===== src/rtl/mdk_pkg.sv =====
// shared types, register codes and constants for the mecanum drive kinematics block
package mdk_pkg;

    // configuration port
    localparam int CFG_IDX_W  = 3;
    localparam int CFG_DATA_W = 20;

    localparam logic [CFG_IDX_W-1:0] REG_WHEEL_SCALE  = 3'd0;
    localparam logic [CFG_IDX_W-1:0] REG_YAW_GAIN     = 3'd1;
    localparam logic [CFG_IDX_W-1:0] REG_LEVER_ARM_MM = 3'd2;
    localparam logic [CFG_IDX_W-1:0] REG_LIMIT_VX     = 3'd3;
    localparam logic [CFG_IDX_W-1:0] REG_LIMIT_VY     = 3'd4;
    localparam logic [CFG_IDX_W-1:0] REG_LIMIT_YAW    = 3'd5;

    // register reset values
    localparam logic [19:0] RST_WHEEL_SCALE  = 20'd65536;
    localparam logic [19:0] RST_YAW_GAIN     = 20'd655360;
    localparam logic [11:0] RST_LEVER_ARM_MM = 12'd100;
    localparam logic [14:0] RST_LIMIT        = 15'd32767;

    // ceil(2^35 / 125): x / 125 is (x * RECIP_125) >> 35, x / 1000 is >> 38
    localparam logic [31:0] RECIP_125 = 32'd274877907;
    localparam logic [31:0] MM_PER_M  = 32'd1000;

    typedef struct packed {
        logic [19:0] wheel_scale;
        logic [19:0] yaw_gain;
        logic [11:0] lever_arm_mm;
        logic [14:0] limit_vx;
        logic [14:0] limit_vy;
        logic [14:0] limit_yaw;
    } cfg_t;

    typedef enum logic [3:0] {
        ST_IDLE,
        ST_VX,
        ST_VY,
        ST_YAW_SC,
        ST_YAW_LO,
        ST_YAW_HI,
        ST_YAW_SUM,
        ST_ODO_X,
        ST_ODO_Y,
        ST_ROT_ABS,
        ST_DIV,
        ST_REM,
        ST_REM_CHK,
        ST_WHEEL,
        ST_DONE
    } state_t;

    // operand pair fed to the shared multiplier
    typedef enum logic [3:0] {
        MUL_NONE,
        MUL_VX,
        MUL_VY,
        MUL_YAW_SC,
        MUL_YAW_LO,
        MUL_YAW_HI,
        MUL_ODO_X,
        MUL_ODO_Y,
        MUL_ROT,
        MUL_DIV,
        MUL_REM
    } mul_sel_t;

    typedef struct packed {
        logic     take;
        mul_sel_t mul_sel;
        logic     ld_mvx;
        logic     ld_mvy;
        logic     ld_hi;
        logic     ld_ylo;
        logic     ld_ysum;
        logic     ld_odx;
        logic     ld_myaw;
        logic     ld_ody;
        logic     ld_rabs;
        logic     ld_fr;
        logic     ld_nz;
        logic     ld_wheel;
    } ctrl_t;

endpackage


===== src/rtl/mdk_cfg.sv =====
// configuration register file of the mecanum drive kinematics block
module mdk_cfg import mdk_pkg::*; (
    input  logic                  clk,
    input  logic                  rst_n,
    input  logic                  wr_en,
    input  logic [CFG_IDX_W-1:0]  wr_index,
    input  logic [CFG_DATA_W-1:0] wr_data,
    output cfg_t                  cfg
);

    cfg_t cfg_reg;

    always_ff @(posedge clk or negedge rst_n)
    begin
        if (!rst_n)
        begin
            cfg_reg.wheel_scale  <= RST_WHEEL_SCALE;
            cfg_reg.yaw_gain     <= RST_YAW_GAIN;
            cfg_reg.lever_arm_mm <= RST_LEVER_ARM_MM;
            cfg_reg.limit_vx     <= RST_LIMIT;
            cfg_reg.limit_vy     <= RST_LIMIT;
            cfg_reg.limit_yaw    <= RST_LIMIT;
        end
        else if (wr_en)
        begin
            unique case (wr_index)
                REG_WHEEL_SCALE:  cfg_reg.wheel_scale  <= wr_data;
                REG_YAW_GAIN:     cfg_reg.yaw_gain     <= wr_data;
                REG_LEVER_ARM_MM: cfg_reg.lever_arm_mm <= wr_data[11:0];
                REG_LIMIT_VX:     cfg_reg.limit_vx     <= wr_data[14:0];
                REG_LIMIT_VY:     cfg_reg.limit_vy     <= wr_data[14:0];
                REG_LIMIT_YAW:    cfg_reg.limit_yaw    <= wr_data[14:0];
                default:          ; // unmapped index, write dropped
            endcase
        end
    end

    assign cfg = cfg_reg;

endmodule


===== src/rtl/mdk_mul.sv =====
// shared 32x32 signed multiplier with registered product
module mdk_mul import mdk_pkg::*; (
    input  logic               clk,
    input  logic signed [31:0] op_a,
    input  logic signed [31:0] op_b,
    output logic signed [63:0] prod
);

    logic signed [63:0] prod_next;
    logic signed [63:0] prod_reg;

    assign prod_next = op_a * op_b;

    always_ff @(posedge clk)
    begin
        prod_reg <= prod_next;
    end

    assign prod = prod_reg;

endmodule


===== src/rtl/mdk_seq.sv =====
// step sequencer: walks one tick through the shared multiplier
module mdk_seq import mdk_pkg::*; (
    input  logic  clk,
    input  logic  rst_n,
    input  logic  in_valid,
    input  logic  out_stall,
    input  logic  stop_req,
    output logic  in_stall,
    output logic  out_valid,
    output ctrl_t ctrl
);

    state_t state_reg;
    state_t state_next;

    always_ff @(posedge clk or negedge rst_n)
    begin
        if (!rst_n)
        begin
            state_reg <= ST_IDLE;
        end
        else
        begin
            state_reg <= state_next;
        end
    end

    // next state
    always_comb
    begin
        state_next = state_reg;
        unique case (state_reg)
            ST_IDLE:
            begin
                if (in_valid)
                begin
                    state_next = stop_req ? ST_DONE : ST_VX;
                end
            end
            ST_VX:      state_next = ST_VY;
            ST_VY:      state_next = ST_YAW_SC;
            ST_YAW_SC:  state_next = ST_YAW_LO;
            ST_YAW_LO:  state_next = ST_YAW_HI;
            ST_YAW_HI:  state_next = ST_YAW_SUM;
            ST_YAW_SUM: state_next = ST_ODO_X;
            ST_ODO_X:   state_next = ST_ODO_Y;
            ST_ODO_Y:   state_next = ST_ROT_ABS;
            ST_ROT_ABS: state_next = ST_DIV;
            ST_DIV:     state_next = ST_REM;
            ST_REM:     state_next = ST_REM_CHK;
            ST_REM_CHK: state_next = ST_WHEEL;
            ST_WHEEL:   state_next = ST_DONE;
            ST_DONE:
            begin
                if (!out_stall)
                begin
                    state_next = ST_IDLE;
                end
            end
            default:    state_next = ST_IDLE;
        endcase
    end

    // outputs
    always_comb
    begin
        ctrl         = '0;
        ctrl.mul_sel = MUL_NONE;
        in_stall     = 1'b1;
        out_valid    = 1'b0;
        unique case (state_reg)
            ST_IDLE:
            begin
                in_stall  = 1'b0;
                ctrl.take = in_valid;
            end
            ST_VX:      ctrl.mul_sel = MUL_VX;
            ST_VY:
            begin
                ctrl.mul_sel = MUL_VY;
                ctrl.ld_mvx  = 1'b1;
            end
            ST_YAW_SC:
            begin
                ctrl.mul_sel = MUL_YAW_SC;
                ctrl.ld_mvy  = 1'b1;
            end
            ST_YAW_LO:
            begin
                ctrl.mul_sel = MUL_YAW_LO;
                ctrl.ld_hi   = 1'b1;
            end
            ST_YAW_HI:
            begin
                ctrl.mul_sel = MUL_YAW_HI;
                ctrl.ld_ylo  = 1'b1;
            end
            ST_YAW_SUM:
            begin
                ctrl.mul_sel = MUL_ODO_X;
                ctrl.ld_ysum = 1'b1;
            end
            ST_ODO_X:
            begin
                ctrl.mul_sel = MUL_ODO_Y;
                ctrl.ld_odx  = 1'b1;
                ctrl.ld_myaw = 1'b1;
            end
            ST_ODO_Y:
            begin
                ctrl.mul_sel = MUL_ROT;
                ctrl.ld_ody  = 1'b1;
            end
            ST_ROT_ABS: ctrl.ld_rabs = 1'b1;
            ST_DIV:     ctrl.mul_sel = MUL_DIV;
            ST_REM:
            begin
                ctrl.mul_sel = MUL_REM;
                ctrl.ld_fr   = 1'b1;
            end
            ST_REM_CHK: ctrl.ld_nz    = 1'b1;
            ST_WHEEL:   ctrl.ld_wheel = 1'b1;
            ST_DONE:    out_valid     = 1'b1;
            default:    ;
        endcase
    end

endmodule


===== src/rtl/mecanum_drive_kinematics.sv =====
// top level of the mecanum drive kinematics block: datapath around the shared multiplier
//
//   channel  | handshake              | payload
//   ---------+------------------------+------------------------------------------------
//   cfg      | cfg_valid / cfg_ready  | cfg_index, cfg_data (always ready)
//   in       | in_valid / in_stall    | count_a..count_d, target_vx, target_vy, target_yaw
//   out      | out_valid / out_stall  | meas_*, wheel_target_a..d, position_x/y, stopped
//
// an active tick walks 13 sequencer steps, which feed the ten products of the tick
// through the one 32x32 multiplier; the done state then shows the result until it is
// taken, and the sequencer returns to idle. a stop tick goes from idle straight to done.
// one tick at a time: in_stall stays high from the input transfer until the result
// transfer. reset clears the sequencer, odometry, last measured speeds and config registers.
// a stalled result holds its payload until out_stall drops.
module mecanum_drive_kinematics import mdk_pkg::*; (
    input  logic                  clk,
    input  logic                  rst_n,
    // configuration writes
    input  logic                  cfg_valid,
    output logic                  cfg_ready,
    input  logic [CFG_IDX_W-1:0]  cfg_index,
    input  logic [CFG_DATA_W-1:0] cfg_data,
    // tick input
    input  logic                  in_valid,
    output logic                  in_stall,
    input  logic signed [15:0]    count_a,
    input  logic signed [15:0]    count_b,
    input  logic signed [15:0]    count_c,
    input  logic signed [15:0]    count_d,
    input  logic signed [15:0]    target_vx,
    input  logic signed [15:0]    target_vy,
    input  logic signed [15:0]    target_yaw,
    // tick result
    output logic                  out_valid,
    input  logic                  out_stall,
    output logic signed [15:0]    meas_vx,
    output logic signed [15:0]    meas_vy,
    output logic signed [15:0]    meas_yaw,
    output logic signed [17:0]    wheel_target_a,
    output logic signed [17:0]    wheel_target_b,
    output logic signed [17:0]    wheel_target_c,
    output logic signed [17:0]    wheel_target_d,
    output logic signed [47:0]    position_x,
    output logic signed [47:0]    position_y,
    output logic                  stopped
);

    // saturate to 16 bits
    function automatic logic [15:0] sat16(input logic signed [23:0] v);
        if (v > 24'sd32767)
            sat16 = 16'h7fff;
        else if (v < -24'sd32768)
            sat16 = 16'h8000;
        else
            sat16 = v[15:0];
    endfunction

    // saturate to 18 bits
    function automatic logic [17:0] sat18(input logic signed [19:0] v);
        if (v > 20'sd131071)
            sat18 = 18'h1ffff;
        else if (v < -20'sd131072)
            sat18 = 18'h20000;
        else
            sat18 = v[17:0];
    endfunction

    // clamp to [-lim, +lim]
    function automatic logic [15:0] clamp_mag(input logic signed [15:0] v,
                                              input logic [14:0] lim);
        logic signed [16:0] lim_p;
        logic signed [16:0] lim_n;
        logic signed [16:0] v_x;
        lim_p = $signed({2'b00, lim});
        lim_n = -lim_p;
        v_x   = {v[15], v};
        if (v_x > lim_p)
            clamp_mag = lim_p[15:0];
        else if (v_x < lim_n)
            clamp_mag = lim_n[15:0];
        else
            clamp_mag = v;
    endfunction

    // trunc((1000*u + R) / 1000), with |R| = 1000*fr + rem and nz = (rem != 0)
    function automatic logic [19:0] wheel_mix(input logic signed [19:0] b_plus,
                                              input logic signed [19:0] b_minus,
                                              input logic r_pos,
                                              input logic nz);
        if (r_pos)
            wheel_mix = b_plus + {19'd0, (b_plus < 20'sd0) && nz};
        else
            wheel_mix = b_minus - {19'd0, (b_minus > 20'sd0) && nz};
    endfunction

    cfg_t  cfg;
    ctrl_t ctrl;
    logic  stop_req;

    logic signed [31:0] mul_a;
    logic signed [31:0] mul_b;
    logic signed [63:0] prod;

    // tick operands, captured at the input transfer
    logic signed [17:0] ca_x, cb_x, cc_x, cd_x;
    logic signed [17:0] sum0_next, sum1_next, sum2_next;
    logic signed [17:0] sum0_reg, sum1_reg, sum2_reg;
    logic signed [15:0] tx_reg, ty_reg, tw_reg;

    // measured speeds, also the last measured state
    logic signed [15:0] mvx_reg, mvy_reg, myaw_reg;
    logic signed [15:0] mvx_next, mvy_next, myaw_next;
    logic [16:0]        mvx_abs, mvy_abs;
    logic signed [16:0] mvx_x, mvy_x;

    // yaw product split
    logic [6:0]         hi_reg;
    logic [50:0]        ylo_reg;
    logic [57:0]        ysum_reg, ysum_next;

    // odometry
    logic signed [47:0] odo_x_reg, odo_y_reg;
    logic signed [47:0] odo_x_next, odo_y_next;
    logic [20:0]        odo_q;

    // lever arm term and its division by 1000
    logic               r_neg_reg;
    logic [27:0]        rabs_reg, rabs_next;
    logic [17:0]        fr_reg;
    logic               nz_reg;

    // wheel targets
    logic signed [17:0] wa_reg, wb_reg, wc_reg, wd_reg;
    logic signed [17:0] wa_next, wb_next, wc_next, wd_next;
    logic               stopped_reg;

    // trunc toward zero for the measured speeds
    logic signed [23:0] vx_trunc, vy_trunc, yaw_trunc;

    assign cfg_ready = 1'b1;

    mdk_cfg u_cfg (
        .clk      (clk),
        .rst_n    (rst_n),
        .wr_en    (cfg_valid && cfg_ready),
        .wr_index (cfg_index),
        .wr_data  (cfg_data),
        .cfg      (cfg)
    );

    assign stop_req = (target_vx == 16'sd0) && (target_vy == 16'sd0)
                   && (target_yaw == 16'sd0);

    mdk_seq u_seq (
        .clk       (clk),
        .rst_n     (rst_n),
        .in_valid  (in_valid),
        .out_stall (out_stall),
        .stop_req  (stop_req),
        .in_stall  (in_stall),
        .out_valid (out_valid),
        .ctrl      (ctrl)
    );

    // wheel sums of encoder counts; wheels A and C run mirrored
    assign ca_x = {{2{count_a[15]}}, count_a};
    assign cb_x = {{2{count_b[15]}}, count_b};
    assign cc_x = {{2{count_c[15]}}, count_c};
    assign cd_x = {{2{count_d[15]}}, count_d};

    assign sum0_next = cb_x + cd_x - ca_x - cc_x;  // forward
    assign sum1_next = ca_x + cb_x - cc_x - cd_x;  // sideways
    assign sum2_next = ca_x + cb_x + cc_x + cd_x;  // rotation

    // operand select for the shared multiplier
    always_comb
    begin
        mul_a = 32'sd0;
        mul_b = 32'sd0;
        unique case (ctrl.mul_sel)
            MUL_NONE:
            begin
                mul_a = 32'sd0;
                mul_b = 32'sd0;
            end
            MUL_VX:
            begin
                mul_a = {{14{sum0_reg[17]}}, sum0_reg};
                mul_b = {12'd0, cfg.wheel_scale};
            end
            MUL_VY:
            begin
                mul_a = {{14{sum1_reg[17]}}, sum1_reg};
                mul_b = {12'd0, cfg.wheel_scale};
            end
            MUL_YAW_SC:
            begin
                mul_a = {{14{sum2_reg[17]}}, sum2_reg};
                mul_b = {12'd0, cfg.wheel_scale};
            end
            MUL_YAW_LO:
            begin
                // low 31 bits of the scaled rotation sum, taken unsigned
                mul_a = {1'b0, prod[30:0]};
                mul_b = {12'd0, cfg.yaw_gain};
            end
            MUL_YAW_HI:
            begin
                mul_a = {{25{hi_reg[6]}}, hi_reg};
                mul_b = {12'd0, cfg.yaw_gain};
            end
            MUL_ODO_X:
            begin
                // |m| * 65536 / 2000 = (|m| << 12) / 125
                mul_a = {3'd0, mvx_abs, 12'd0};
                mul_b = RECIP_125;
            end
            MUL_ODO_Y:
            begin
                mul_a = {3'd0, mvy_abs, 12'd0};
                mul_b = RECIP_125;
            end
            MUL_ROT:
            begin
                mul_a = {{16{tw_reg[15]}}, tw_reg};
                mul_b = {20'd0, cfg.lever_arm_mm};
            end
            MUL_DIV:
            begin
                mul_a = {4'd0, rabs_reg};
                mul_b = RECIP_125;
            end
            MUL_REM:
            begin
                // quotient back times 1000 to spot a remainder
                mul_a = {14'd0, prod[55:38]};
                mul_b = MM_PER_M;
            end
            default:
            begin
                mul_a = 32'sd0;
                mul_b = 32'sd0;
            end
        endcase
    end

    mdk_mul u_mul (
        .clk  (clk),
        .op_a (mul_a),
        .op_b (mul_b),
        .prod (prod)
    );

    // scaled sums over 2^18, toward zero, then saturated
    assign vx_trunc  = {{4{prod[37]}}, prod[37:18]} + {23'd0, prod[37] && (|prod[17:0])};
    assign vy_trunc  = vx_trunc;
    assign mvx_next  = sat16(vx_trunc);
    assign mvy_next  = sat16(vy_trunc);

    // rotation: high partial product shifted up plus the unsigned low one
    assign ysum_next = {prod[26:0], 31'd0} + {7'd0, ylo_reg};
    assign yaw_trunc = ysum_reg[57:34] + {23'd0, ysum_reg[57] && (|ysum_reg[33:0])};
    assign myaw_next = sat16(yaw_trunc);

    // odometry steps: subtract the signed quotient
    assign mvx_x   = {mvx_reg[15], mvx_reg};
    assign mvy_x   = {mvy_reg[15], mvy_reg};
    assign mvx_abs = mvx_x[16] ? 17'(-mvx_x) : 17'(mvx_x);
    assign mvy_abs = mvy_x[16] ? 17'(-mvy_x) : 17'(mvy_x);
    assign odo_q   = prod[55:35];

    assign odo_x_next = mvx_reg[15] ? odo_x_reg + {27'd0, odo_q} : odo_x_reg - {27'd0, odo_q};
    assign odo_y_next = mvy_reg[15] ? odo_y_reg + {27'd0, odo_q} : odo_y_reg - {27'd0, odo_q};

    // magnitude of yaw * lever arm
    assign rabs_next = prod[27] ? 28'(-prod[27:0]) : prod[27:0];

    // inverse mix: 1000*(vx +- vy) +- yaw*lever, over 1000
    logic signed [16:0] u_minus, u_plus;
    logic signed [19:0] um_x, up_x, fr_x;

    assign u_minus = {tx_reg[15], tx_reg} - {ty_reg[15], ty_reg};
    assign u_plus  = {tx_reg[15], tx_reg} + {ty_reg[15], ty_reg};
    assign um_x    = {{3{u_minus[16]}}, u_minus};
    assign up_x    = {{3{u_plus[16]}}, u_plus};
    assign fr_x    = {2'd0, fr_reg};

    assign wa_next = sat18(wheel_mix(um_x + fr_x, um_x - fr_x, r_neg_reg, nz_reg));
    assign wb_next = sat18(wheel_mix(up_x + fr_x, up_x - fr_x, !r_neg_reg, nz_reg));
    assign wc_next = sat18(wheel_mix(up_x + fr_x, up_x - fr_x, r_neg_reg, nz_reg));
    assign wd_next = sat18(wheel_mix(um_x + fr_x, um_x - fr_x, !r_neg_reg, nz_reg));

    // architectural state: odometry and last measured speeds
    always_ff @(posedge clk or negedge rst_n)
    begin
        if (!rst_n)
        begin
            odo_x_reg <= '0;
            odo_y_reg <= '0;
            mvx_reg   <= '0;
            mvy_reg   <= '0;
            myaw_reg  <= '0;
        end
        else
        begin
            if (ctrl.ld_odx)
                odo_x_reg <= odo_x_next;
            if (ctrl.ld_ody)
                odo_y_reg <= odo_y_next;
            if (ctrl.ld_mvx)
                mvx_reg <= mvx_next;
            if (ctrl.ld_mvy)
                mvy_reg <= mvy_next;
            if (ctrl.ld_myaw)
                myaw_reg <= myaw_next;
        end
    end

    // working and result payload
    always_ff @(posedge clk)
    begin
        if (ctrl.take)
        begin
            sum0_reg    <= sum0_next;
            sum1_reg    <= sum1_next;
            sum2_reg    <= sum2_next;
            tx_reg      <= clamp_mag(target_vx, cfg.limit_vx);
            ty_reg      <= clamp_mag(target_vy, cfg.limit_vy);
            tw_reg      <= clamp_mag(target_yaw, cfg.limit_yaw);
            stopped_reg <= stop_req;
            if (stop_req)
            begin
                wa_reg <= '0;
                wb_reg <= '0;
                wc_reg <= '0;
                wd_reg <= '0;
            end
        end
        if (ctrl.ld_hi)
            hi_reg <= prod[37:31];
        if (ctrl.ld_ylo)
            ylo_reg <= prod[50:0];
        if (ctrl.ld_ysum)
            ysum_reg <= ysum_next;
        if (ctrl.ld_rabs)
        begin
            rabs_reg  <= rabs_next;
            r_neg_reg <= prod[27];
        end
        if (ctrl.ld_fr)
            fr_reg <= prod[55:38];
        if (ctrl.ld_nz)
            nz_reg <= (prod[27:0] != rabs_reg);
        if (ctrl.ld_wheel)
        begin
            wa_reg <= wa_next;
            wb_reg <= wb_next;
            wc_reg <= wc_next;
            wd_reg <= wd_next;
        end
    end

    assign meas_vx        = mvx_reg;
    assign meas_vy        = mvy_reg;
    assign meas_yaw       = myaw_reg;
    assign wheel_target_a = wa_reg;
    assign wheel_target_b = wb_reg;
    assign wheel_target_c = wc_reg;
    assign wheel_target_d = wd_reg;
    assign position_x     = odo_x_reg;
    assign position_y     = odo_y_reg;
    assign stopped        = stopped_reg;

endmodule


===== config.mk =====
export PLATFORM = sky130hd
export DESIGN_NAME = mecanum_drive_kinematics
export DESIGN_NICKNAME = d
export VERILOG_FILES = /design/src/rtl/mdk_pkg.sv /design/src/rtl/mdk_cfg.sv /design/src/rtl/mdk_mul.sv /design/src/rtl/mdk_seq.sv /design/src/rtl/mecanum_drive_kinematics.sv
export SDC_FILE = /design/constraint.sdc
export NUM_CORES = 2
export LEC_CHECK = 0
export ABC_AREA = 1
export CAP_MARGIN = 20
export CORE_MARGIN = 4
export CORE_UTILIZATION = 30
export DETAILED_ROUTE_END_ITERATION = 12
export DONT_BUFFER_PORTS = 1
export GPL_ROUTABILITY_DRIVEN = 0
export PLACE_DENSITY = 0.43
export SETUP_SLACK_MARGIN = 0.4
export SYNTH_ARGS = -nofsm -noshare
export SYNTH_HDL_FRONTEND = slang
export SYNTH_SLANG_ARGS = --single-unit
export TNS_END_PERCENT = 30

===== constraint.sdc =====
create_clock -name clk -period 11.65 [get_ports clk]
set_input_delay 2.33 -clock clk [delete_from_list [all_inputs] [get_ports clk]]
set_output_delay 2.33 -clock clk [all_outputs]
set_load 0.02 [all_outputs]

==> impl_metrics.json <==
{
  "rsz0062_at_grt": "false",
  "path_clk_slew_ns": 0.06,
  "wire_per_inst_um": 23.2,
  "max_slew_margin_pct": 22.6,
  "synth_edf_count": 338,
  "ys_seq_area_share_pct": 22.2,
  "fin_util_pct": 33.0,
  "syn_inst": 10052,
  "crit_path_top_delay_cell": "a31oi_2",
  "num_io_pins": 360,
  "grt_pass1_wl_mm": 461,
  "grt_max_degree": 246,
  "cts.sinks": 639,
  "die_x_um": 521,
  "drv_cap": 0,
  "fmax_mhz": 92.6,
  "async_reset_ff_share_pct": 38.3,
  "path_class": "register to register",
  "cp.arrival_ns": 11.41,
  "finalSetupTns_ns": 0,
  "synth_top_cell_area_share_pct": 20.6,
  "dr_total_vias": 67011,
  "syn_area_per_cell_sq_um": 7.84,
  "post_cts_buffers": 0,
  "cts_hold_buffers": 0,
  "cp_slowest_stage_delay_ns": 0.70,
  "area_growth_pct": 8.97,
  "clk_path_buf_depth": 3,
  "antenna_found_initial": 13,
  "cts_tree": "built",
  "grt_pass1_vias": 67675,
  "stdcell_area_sq_um": 85900,
  "cpMostUsedCell": "fa_1",
  "dieArea_sq_um": 271000,
  "ys_types": 79,
  "die_y_um": 521,
  "fin_skew_ns": 0.0266,
  "dr.pass1.iters": 6,
  "nets": 11614,
  "hold_viol": 0,
  "yosys-top-cells-area": "fa_1 21%, edfxtp_1 13%, ha_1 10%",
  "cts.htree.levels": 3,
  "cp-start-kind": "register",
  "placed_area_sq_um": 83100,
  "start_util_pct": 30.2,
  "route.detailed.drc": 0,
  "cts_buffers": 81,
  "status": "finished clean",
  "via_per_inst": 4.94,
  "worstHoldPathType": "register to register",
  "cp-end-kind": "register",
  "ant_nets": 0,
  "drv_slew": 0,
  "cts_resized": 0,
  "synthesis.area_sq_um": 78800,
  "ys_warn_count": 0,
  "grt_usage_pct": 22.8,
  "yosysTopAreaCell": "fa_1",
  "rows": 187,
  "gr-total-overflow": 0,
  "dp.final_hpwl_mm": 259,
  "setup_viol": 0,
  "crit_family": "adder cells",
  "cts_root_buf": "clkbuf_16",
  "synth_ff_type": "edfxtp_1",
  "worst-slew-pin-transition_ns": 1.16,
  "clk_latency_ns": 0.69,
  "crit_buf_inv": 7,
  "path_max_fanout": 15,
  "synth-seq-cells": 639,
  "drive_above_1_share_pct": 6.49,
  "post-route-period-util_pct": 92.7,
  "core_sq_um": 261000,
  "port_buffers": 0,
  "post-route-min-period_ns": 10.80,
  "drt_wl_total_mm": 314,
  "crit_required_ns": 12.26,
  "largest_reg_flops": 97,
  "drt-initial-drc-count": 5181
}
-- synthesized netlist by cell type, drive strengths merged (15+ instances only) --
cell type	n
a211oi	25
a221oi	32
o21a	23
dfstp	51
edfxtp	338
clkinv	18
a22o	15
clkbuf	178
a31oi	77
inv	2058
ha	660
buf	94
o21ai	565
dfxtp	56
xnor2	119
o21bai	30
xor2	292
o211ai	51
nand3	355
nand2	2202
fa	812
a21o	16
nand4	114
nor3	103
or2	48
dfrtp	194
nor4	53
a21oi	505
o22ai	15
nor2	851
-- cell usage in the layout, fill, tap and decap left out, types with 51 or more instances in the layout --
cell type	netlist	layout
buf_4	20	129
nand2_2	82	82
nor3_1	98	98
dfstp_2	51	51
fa_1	812	812
dfxtp_1	56	55
edfxtp_1	338	338
nand4_1	114	114
dfrtp_1	194	192
xnor2_1	118	118
a21oi_1	460	460
nor4_1	52	52
o211ai_1	51	51
o21ai_0	533	530
ha_1	660	660
xor2_1	290	290
a31oi_1	75	75
inv_2	50	51
clkbuf_16	0	86
nand2_1	2110	2109
inv_1	2008	2006
nor2_1	806	796
nand3_1	348	348
-- routing by layer --
| metal | track usage, % | wire length [um] | up-vias |
|---|---|---|---|
| met5 | 0 | 19 | - |
| met4 | 7.29 | 11500 | 2 |
| met3 | 3.64 | 19400 | 367 |
| met2 | 37.2 | 143000 | 2021 |
| met1 | 30.9 | 141000 | 33069 |
| li1 | - | - | 31552 |
-- kinds of logic after synthesis --
family          count (synthesis)  share of synthesized area (%)
mux                             1                         0.0127
xor+xnor                      411                           4.59
simple gates                 3751                           20.0
flops                         639                           22.2
compound gates               1428                           10.6
buf+inv                      2348                           11.5
fa+ha+maj                    1472                           31.1
other cells                     2                        0.00953
-- path summary, 6_finish.rpt --
| path | cells after the start | to | slack, ns | start |
|---|---|---|---|---|
| worst min-delay path | 0 | ysum_reg[22]$_DFFE_PP_ | 0.41 | ylo_reg[22]$_DFFE_PP_ |
| worst max register to register | 35 | u_mul.prod[53]$_DFF_P_ | 0.85 | u_seq.state_reg[1]$_DFFE_PN0P_ |
| max in group asynchronous | 0 | u_cfg.cfg[49]$_DFFE_PN0P_ | 9.53 | rst_n |
| worst min register to register | 0 | ysum_reg[22]$_DFFE_PP_ | 0.41 | ylo_reg[22]$_DFFE_PP_ |
| min in group asynchronous | 0 | position_y[26]$_DFFE_PN0P_ | 1.45 | rst_n |
| worst max-delay path | 35 | u_mul.prod[53]$_DFF_P_ | 0.85 | u_seq.state_reg[1]$_DFFE_PN0P_ |
-- through the flow --
step	std cells	setup WS, ns	hold WS [ns]
global placement	13407	0.760	0.402
global route	13565	0.448	0.422
floorplan	10059	1.95	0.400
finish	13570	0.852	0.409
CTS	13558	0.821	0.401
detailed placement	13409	0.817	0.405
-- area by class of cell --
type	count	area [sq um]
fill	27928	175000
clock inverter	44	480
antenna	6	15.0
sequential	639	17500
clock buffer	105	2280
timing repair buffer	132	1020
inverter	2076	7790
multi-input combinational	7072	52500
tap	3496	4370
Power is not shown: default switching activity piles up to over one toggle a cycle in this logic, so the estimate is an artifact.
